`config.mk`:
```
export PLATFORM = sky130hd
export DESIGN_NAME = bayer_demosaic_3x3_bilinear_top
export DESIGN_NICKNAME = d
export VERILOG_FILES = /design/src/rtl/bdm_pkg.sv /design/src/rtl/bdm_pixel.sv /design/src/rtl/bayer_demosaic_3x3_bilinear_top.sv
export SDC_FILE = /design/constraint.sdc
export NUM_CORES = 1
export LEC_CHECK = 0
export BUFFER_PORTS_ARGS = -buffer_cell sky130_fd_sc_hd__buf_2
export CAP_MARGIN = 20
export CORE_MARGIN = 3
export CORE_UTILIZATION = 56
export DETAILED_ROUTE_END_ITERATION = 8
export GPL_TIMING_DRIVEN = 0
export PLACE_DENSITY = 0.77
export RECOVER_POWER = 25
export SLEW_MARGIN = 20
export SYNTH_ARGS = -nofsm -noshare
export SYNTH_HDL_FRONTEND = slang
export SYNTH_HIERARCHICAL = 1
export SYNTH_SLANG_ARGS = --single-unit
```
`constraint.sdc`:
```
create_clock -name clk_i -period 3.8 [get_ports clk_i]
set_input_delay 0.95 -clock clk_i [delete_from_list [all_inputs] [get_ports clk_i]]
set_output_delay 0.95 -clock clk_i [all_outputs]
set_load 0.03 [all_outputs]
```
`src/rtl/bdm_pkg.sv`:
```
package bdm_pkg;

  // One raw column: top sample in the lowest bits.
  typedef struct packed {
    logic [7:0] bottom;
    logic [7:0] middle;
    logic [7:0] top;
  } col_t;

  // RGB pixel: red in the lowest bits.
  typedef struct packed {
    logic [7:0] blue;
    logic [7:0] green;
    logic [7:0] red;
  } rgb_t;

  // Neighbourhood and phase handed to the interpolator.
  typedef struct packed {
    col_t       lc;
    col_t       cc;
    col_t       rc;
    logic       parity;
    logic [1:0] mode;
  } win_t;

endpackage

```
`src/rtl/bdm_pixel.sv`:
```
module bdm_pixel (
  input  bdm_pkg::win_t win_i,
  output bdm_pkg::rgb_t rgb_o
);
  import bdm_pkg::*;

  logic       green_site;
  logic       red_row;
  logic [8:0] h_sum;
  logic [8:0] v_sum;
  logic [9:0] diag_sum;
  logic [9:0] cross_sum;
  logic [7:0] h_avg;
  logic [7:0] v_avg;
  logic [7:0] diag_avg;
  logic [7:0] cross_avg;

  assign green_site = (win_i.parity ^ win_i.mode[1]) == 1'b0;
  assign red_row    = win_i.mode[0];

  assign h_sum     = {1'b0, win_i.lc.middle} + {1'b0, win_i.rc.middle};
  assign v_sum     = {1'b0, win_i.cc.top} + {1'b0, win_i.cc.bottom};
  assign diag_sum  = {2'b00, win_i.lc.top} + {2'b00, win_i.rc.top}
                   + {2'b00, win_i.lc.bottom} + {2'b00, win_i.rc.bottom};
  assign cross_sum = {2'b00, win_i.cc.top} + {2'b00, win_i.lc.middle}
                   + {2'b00, win_i.rc.middle} + {2'b00, win_i.cc.bottom};

  assign h_avg     = h_sum[8:1];
  assign v_avg     = v_sum[8:1];
  assign diag_avg  = diag_sum[9:2];
  assign cross_avg = cross_sum[9:2];

  always_comb begin
    if (green_site) begin
      rgb_o.green = win_i.cc.middle;
      rgb_o.red   = red_row ? h_avg : v_avg;
      rgb_o.blue  = red_row ? v_avg : h_avg;
    end else begin
      rgb_o.green = cross_avg;
      rgb_o.red   = red_row ? win_i.cc.middle : diag_avg;
      rgb_o.blue  = red_row ? diag_avg : win_i.cc.middle;
    end
  end

endmodule

```
`src/rtl/bayer_demosaic_3x3_bilinear_top.sv`:
```
// Latency: 2 register stages; the pixel that a column causes is held in the input register
// stage and then loaded into the output register once the output can take it.
// Throughput: one column per cycle while the output is not stalled; a column marked tlast after
// the first of its row holds the input stage while it emits the pixel behind it and the final pixel in turn.
// Reset (rst_ni low, asynchronous): pipeline empty, column history and the
// column count and pixel parity cleared.
module bayer_demosaic_3x3_bilinear_top (
  input  logic        clk_i,
  input  logic        rst_ni,
  input  logic        s_axis_tvalid_i,
  output logic        s_axis_tready_o,
  input  logic [23:0] s_axis_tdata_i,   // top_pixel, middle_pixel, bottom_pixel
  input  logic [1:0]  s_axis_tuser_i,   // mode
  input  logic        s_axis_tlast_i,   // last_in_row
  output logic        m_axis_tvalid_o,
  input  logic        m_axis_tready_i,
  output logic [23:0] m_axis_tdata_o,   // red, green, blue
  output logic        m_axis_tuser_o,   // last_of_run
  output logic        m_axis_tlast_o    // row_end
);
  import bdm_pkg::*;

  // Column history
  col_t       older_q, prev_q;
  logic [1:0] seen_q, seen_d;
  logic       parity_q, parity_d;

  // Input register stage
  logic       s1_valid_q;
  col_t       s1_left_q, s1_prev_q, s1_cur_q;
  logic       s1_parity_q;
  logic [1:0] s1_mode_q;
  logic       s1_last_q;
  logic       s1_seen0_q;
  logic       phase_q, phase_d;

  // Result register
  logic       out_valid_q;
  rgb_t       out_rgb_q;
  logic       out_row_end_q;
  logic       out_lor_q;

  logic       s_accept;
  logic       out_ready;
  logic       s1_emit;
  logic       s1_two;
  logic       s1_fire;
  logic       s1_done;
  col_t       in_col;
  win_t       win;
  rgb_t       rgb;
  logic       pix_row_end;
  logic       pix_lor;

  assign in_col    = col_t'(s_axis_tdata_i);
  assign out_ready = !out_valid_q || m_axis_tready_i;

  // A first column that is not the last one gives no pixel.
  assign s1_emit = s1_valid_q && !(s1_seen0_q && !s1_last_q);
  assign s1_two  = s1_last_q && !s1_seen0_q;
  assign s1_fire = s1_emit && out_ready;
  assign s1_done = s1_valid_q && (!s1_emit || (out_ready && (!s1_two || phase_q)));

  assign s_axis_tready_o = !s1_valid_q || s1_done;
  assign s_accept        = s_axis_tvalid_i && s_axis_tready_o;

  always_comb begin
    seen_d   = seen_q;
    parity_d = parity_q;
    if (s_axis_tlast_i) begin
      seen_d   = 2'd0;
      parity_d = 1'b0;
    end else begin
      if (seen_q != 2'd2) seen_d = seen_q + 2'd1;
      if (seen_q != 2'd0) parity_d = ~parity_q;
    end
  end

  always_comb begin
    phase_d = phase_q;
    if (s1_done) phase_d = 1'b0;
    else if (s1_fire && s1_two) phase_d = 1'b1;
  end

  // Window for the pixel leaving the input stage this cycle
  always_comb begin
    win.mode = s1_mode_q;
    if (s1_seen0_q) begin
      win.lc      = s1_cur_q;
      win.cc      = s1_cur_q;
      win.rc      = s1_cur_q;
      win.parity  = 1'b0;
      pix_row_end = 1'b1;
      pix_lor     = 1'b1;
    end else if (!phase_q) begin
      win.lc      = s1_left_q;
      win.cc      = s1_prev_q;
      win.rc      = s1_cur_q;
      win.parity  = s1_parity_q;
      pix_row_end = 1'b0;
      pix_lor     = !s1_last_q;
    end else begin
      // final pixel of the row, right edge folded
      win.lc      = s1_prev_q;
      win.cc      = s1_cur_q;
      win.rc      = s1_prev_q;
      win.parity  = ~s1_parity_q;
      pix_row_end = 1'b1;
      pix_lor     = 1'b1;
    end
  end

  bdm_pixel u_pixel (
    .win_i (win),
    .rgb_o (rgb)
  );

  always_ff @(posedge clk_i or negedge rst_ni) begin
    if (!rst_ni) begin
      older_q     <= '0;
      prev_q      <= '0;
      seen_q      <= 2'd0;
      parity_q    <= 1'b0;
      s1_valid_q  <= 1'b0;
      phase_q     <= 1'b0;
      out_valid_q <= 1'b0;
    end else begin
      phase_q <= phase_d;
      if (s_accept) begin
        older_q    <= prev_q;
        prev_q     <= in_col;
        seen_q     <= seen_d;
        parity_q   <= parity_d;
        s1_valid_q <= 1'b1;
      end else if (s1_done) begin
        s1_valid_q <= 1'b0;
      end
      if (s1_fire) begin
        out_valid_q <= 1'b1;
      end else if (m_axis_tready_i) begin
        out_valid_q <= 1'b0;
      end
    end
  end

  always_ff @(posedge clk_i) begin
    if (s_accept) begin
      // second column of a row folds its left edge onto itself
      s1_left_q   <= (seen_q == 2'd1) ? in_col : older_q;
      s1_prev_q   <= prev_q;
      s1_cur_q    <= in_col;
      s1_parity_q <= parity_q;
      s1_mode_q   <= s_axis_tuser_i;
      s1_last_q   <= s_axis_tlast_i;
      s1_seen0_q  <= (seen_q == 2'd0);
    end
    if (s1_fire) begin
      out_rgb_q     <= rgb;
      out_row_end_q <= pix_row_end;
      out_lor_q     <= pix_lor;
    end
  end

  assign m_axis_tvalid_o = out_valid_q;
  assign m_axis_tdata_o  = out_rgb_q;
  assign m_axis_tlast_o  = out_row_end_q;
  assign m_axis_tuser_o  = out_lor_q;

  a_phase_two_result: assert property (@(posedge clk_i) disable iff (!rst_ni)
    phase_q |-> (s1_valid_q && s1_last_q && !s1_seen0_q))
    else $error("second-pixel phase without a two-pixel word");

  a_row_end_closes_run: assert property (@(posedge clk_i) disable iff (!rst_ni)
    (out_valid_q && out_row_end_q) |-> out_lor_q)
    else $error("row end pixel not last of its run");

  a_seen_saturates: assert property (@(posedge clk_i) disable iff (!rst_ni)
    seen_q != 2'd3)
    else $error("column count beyond saturation");

  a_row_clear: assert property (@(posedge clk_i) disable iff (!rst_ni)
    (s_accept && s_axis_tlast_i) |=> (seen_q == 2'd0 && !parity_q))
    else $error("row state not cleared after last column");

endmodule

```
-- Yosys cells after proc, flatten, opt, wreduce, memory -nomap -nowiden
Cells that the tools add are included.
- $add $sub $neg: 9
- eq/ne operators: 2
- multiplexer cells: 19
- bitwise operators: 3
- reductions and logical operators: 29
- operators by type and width (operator ; number):
    two-way mux 73 bit ; 2
    two-way mux 24 bit ; 2
    adder 10 x 8 -> 10 bit ; 4
    adder 8 x 8 -> 9 bit ; 4
    two-way mux 8 bit ; 4
    nonzero test 2 bit ; 6
    two-way mux 1 bit ; 9
    logical AND 1 bit ; 8
    zero test 1 bit ; 7
    logical OR 1 bit ; 4
    two-way mux 2 bit ; 2
    AND reduction 2 bit ; 2
    adder 2 x 1 -> 2 bit, second input constant ; 1
    equality test 2 x 1 -> 1 bit, second input constant ; 1
    zero test 2 bit ; 1
    inequality test 2 bit, second input constant ; 1
    NOT 1 bit ; 2
    OR reduction 2 bit ; 1
    XOR 1 bit ; 1
- bits in registers: 157
- input port bits: 31
- output and inout bits: 28

-- Logic depth before layout (Yosys ltp)
- word-level depth: 10
- depth in mapped cells: 17

-- By module
The synthesis kept the hierarchy.
- by module, submodules not included (module ; times used ; cells each ; area an instance (µm²) ; sequential area each (µm²)):
    bayer_demosaic_3x3_bilinear_top ; 1 ; 415 ; 6701.4 ; 4444.3
    bdm_pixel ; 1 ; 342 ; 2621.3 ; 0.0

-- Worst setup path after synthesis
No wires, ideal clock.
- kind: flip-flop to flip-flop
- start: register s1_seen0_q
- end: register out_rgb_q (netlist bit m_axis_tdata_o[15]) (data pin)
- data arrival time: 3949 ps
- setup slack: -412 ps
- cell stages (with the launch flop): 17
- period minus slack after synthesis: 4212 ps
- cell sequence: edfxtp_1 buf_4 nor2_1 buf_2 mux2_2 inv_1 fa_1 inv_1 fa_1 and3b_1 fa_1 a21o_1 a21oi_1 o21ai_0 o211a_1 o21ai_0 a31oi_1
- RTL lines (element ; line ; RTL):
    start, declared ; bayer_demosaic_3x3_bilinear_top.sv:34 ; logic s1_seen0_q;
    start signal, assigned ; bayer_demosaic_3x3_bilinear_top.sv:155 ; s1_seen0_q <= (seen_q == 2'd0);
    end signal, assigned ; bayer_demosaic_3x3_bilinear_top.sv:158 ; out_rgb_q <= rgb;
    end, declared ; bayer_demosaic_3x3_bilinear_top.sv:39 ; rgb_t out_rgb_q;

==> metrics.md <==
| Metric | Value |
|---|---|
| Asr flop ratio synth | 0.344 |
| Via Count | 6283 |
| Initial antenna violation count | 0 |
| Layout Utilization | 0.687 |
| Reg2Reg Setup Slack | -0.23 ns |
| Highest Clock Rate | 248 MHz |
| TritonCTS Buffers | 17 |
| # diodes | 0 |
| RR Startpoint | s1_seen0_q |
| Crit-path cells | buf_6 > inv_6 > nand2_8 > buf_12 > mux2_2 > inv_2 > fa_1 > fa_1 > buf_4 > fa_2 > nor2b_1 > o31a_1 > o21ai_1 > or3b_4 > a211oi_2 > a221oi_2 |
| CTS Hold Bufs | 0 |
| CTS tree | yes |
| Num rows | 46 |
| Gr usage total | 0.245 |
| Vias/cell | 5.74 |
| # DRC | 0 |
| Synth Register Bits | 157 |
| Cell taking the most area after synthesis | edfxtp_1 |
| Critical path type | flop to flop |
| Initial Utilization | 0.578 |
| Status | finished, violations left |
| Rel. slew slack | 0.0533 |
| Placed insts | 1031 |
| Place WS | -0.545 ns |
| Final period utilization | 1.06 |
| Family with the most delay on the worst path | adder cells |
| Post-synthesis cell area | 0.00932 mm² |
| Yosys top cell area share | 0.332 |
| Post-Syn Instances | 757 |
| Layout Skew | 0.00882 ns |
| Max-slew violations | 0 |
| Clock Pin Slew Worst Setup and Hold Paths | 0.06 ns |
| Hold EP | s1_prev_q[1] |
| CP Launch Type | flop |
| Antenna Nets Post-Route | 0 |
| Hold path cells | 0 |
| CTS max path bufs | 2 |
| Hpwl dp | 15500 µm |
| Ports | 59 |
| # nets final | 961 |
| Final setup violation count | 16 |
| Clock sink count | 157 |
| Final hold violation count | 0 |
| Depth of the worst register-to-register path | 16 |
| Hold path start | prev_q[1] |
| Max-Cap Viols | 0 |
| Die ar. | 0.0182 mm² |
| Post-Route WL | 21500 µm |
| Cell mode on critical path | fa_1 |
| Warnings, synthesis | 6 |
| Final worst-path setup slack | -0.233 ns |
| First DRT Iteration DRCs | 433 |
| Failing checks | setup timing |
| Crit path buf inv count | 5 |
| Fraction of layout instances using a drive strength above 1 | 0.317 |
| Ranking of synthesized cells by area | edfxtp_1 33%, dfrtp_1 14%, mux2_2 10%, fa_1 7.3%, ha_1 4.2% |
| Vias in the first global route | 6456 |
| Finished Layout Cells | 1094 |
| Syn Nets | 853 |
| Worst-path maximum fanout | 5 |
| First-pass DRT Iterations | 5 |
| RSZ-0062 raised after global routing | yes |
| CP max stage cell | fa_1 |
| Main synth FF type | edfxtp_1 |
| Worst setup EP type | flop |
| Syn Area/Cell | 12.3 µm² |
| Core footprint | 0.0161 mm² |
| GPL Wtd Cong | 0.950 |
| Drt wl/cell | 19.7 µm |
| Worst slew pin tran | 1.42 ns |
| Pin count of the biggest net entering global routing | 87 |
| CP required | 3.95 ns |
| Die H | 135 µm |
| RR Endpoint | m_axis_tdata_o[21] |
| Hold Slack | 0.470 ns |
| Clock Latency Late Sink | 0.42 ns |
| Grt ovf | 0 |
| Distinct cells, synth | 63 |
| Crit-path max cell delay | 0.57 ns |
| Minimum clock period | 4.03 ns |
| First-pass GRT wire length | 34300 µm |
| Hold crit path type | flop to flop |
| Register area share after synthesis | 0.477 |
| Worst EP arrival | 4.18 ns |
| H-tree Lvls | 4 |
| Die width | 135 µm |
| Port bufs | 58 |
| EDFF count, synth | 103 |
| Syn-to-layout area delta | 18.7% |
| Root Buffer | clkbuf_16 |
==> sequential cells by signal, indices dropped and copies added, names as in the netlist <==
| name | flops |
|---|---|
| s1_seen0_q | 1 |
| s1_left_q | 24 |
| s1_cur_q | 24 |
| seen_q | 2 |
| prev_q | 24 |
| parity_q | 1 |
| m_axis_tvalid_o | 1 |
| s1_valid_q | 1 |
| m_axis_tlast_o | 1 |
| m_axis_tdata_o | 24 |
| s1_mode_q | 2 |
| m_axis_tuser_o | 1 |
| s1_prev_q | 24 |
| s1_last_q | 1 |
| phase_q | 1 |
| older_q | 24 |
| s1_parity_q | 1 |
==> cells by family (layout without fill, tap and decap cells) <==
group / after synthesis / after routing / share of synthesized area
buffers and inverters: 128 / 249 / 0.0566
AOI/OAI and AO/OA: 117 / 117 / 0.0800
muxes: 157 / 157 / 0.196
and+or+nand+nor: 116 / 116 / 0.0589
xor gates and xnor gates: 17 / 17 / 0.0176
adders and majority gates: 65 / 65 / 0.115
DFF: 157 / 157 / 0.477
==> synth_stat cells, drive strengths merged (9+ instances only) <==
cell type  instances
nand2             54
ha                31
inv              101
xnor2             15
nor2              23
dfrtp             54
mux2             124
o21ai             51
nand2b            10
clkbuf            12
mux2i             31
a21oi             20
a211oi             9
buf               15
edfxtp           103
fa                34
==> how the worst max path moves through the flow <==
stage	slack, ns	cells past startpoint	from	to
after CTS	-0.19	17	s1_seen0_q	m_axis_tdata_o[5]
after global placement	-0.49	16	phase_q	m_axis_tdata_o[7]
after floorplan	-0.05	16	s1_seen0_q	m_axis_tdata_o[15]
final	-0.23	16	s1_seen0_q	m_axis_tdata_o[21]
after detailed placement	-0.55	15	phase_q	m_axis_tdata_o[7]
after global routing	-0.36	16	s1_seen0_q	m_axis_tdata_o[21]
==> cell usage in the layout, fill, tap and decap left out, types with 26 or more instances in the layout <==
cell type / n
dfrtp_1: 53
buf_4: 27
fa_1: 31
ha_1: 26
inv_1: 85
mux2_4: 30
o21ai_0: 38
nand2_1: 53
clkbuf_1: 35
edfxtp_1: 103
mux2i_1: 30
buf_2: 35
mux2_2: 74
==> layout make-up <==
| type | instances | area, µm² |
|---|---|---|
| Sequential cell | 157 | 4450 |
| Tap cell | 216 | 270 |
| Timing Repair Buffer | 89 | 517 |
| Clock inverter | 13 | 109 |
| Inverter | 101 | 392 |
| Buffer | 27 | 235 |
| Clock buffer | 19 | 454 |
| Multi-Input combinational cell | 472 | 4650 |
| Fill cell | 1179 | 5050 |
==> stage by stage <==
stage / setup TNS, ns / instance area (µm²)
floorplan: -0.0526 / 9380
global placement: -4.88 / 9940
detailed placement: -6.42 / 9950
CTS: -1.75 / 10900
global route: -4.50 / 11100
finish: -2.54 / 11100
==> metal layers <==
| metal | up-vias | share of wire | track usage |
|---|---|---|---|
| li1 | 2885 | - | - |
| met1 | 3128 | 0.43 | 0.321 |
| met2 | 218 | 0.49 | 0.403 |
| met3 | 52 | 0.047 | 0.0440 |
| met4 | 0 | 0.038 | 0.109 |
| met5 | - | 0 | 0 |
==> repair_timing <==
item	in CTS	in global routing
endpoints found under the hold margin	0	0
pin swaps	22	27
gates resized for setup	74	26
cloned	1	0
endpoints found under the setup margin	19	20
buffers inserted	22	9
Power is left out: the tool's default activity adds up to more than one toggle a clock period on the data nets, which glitch-free logic cannot reach.
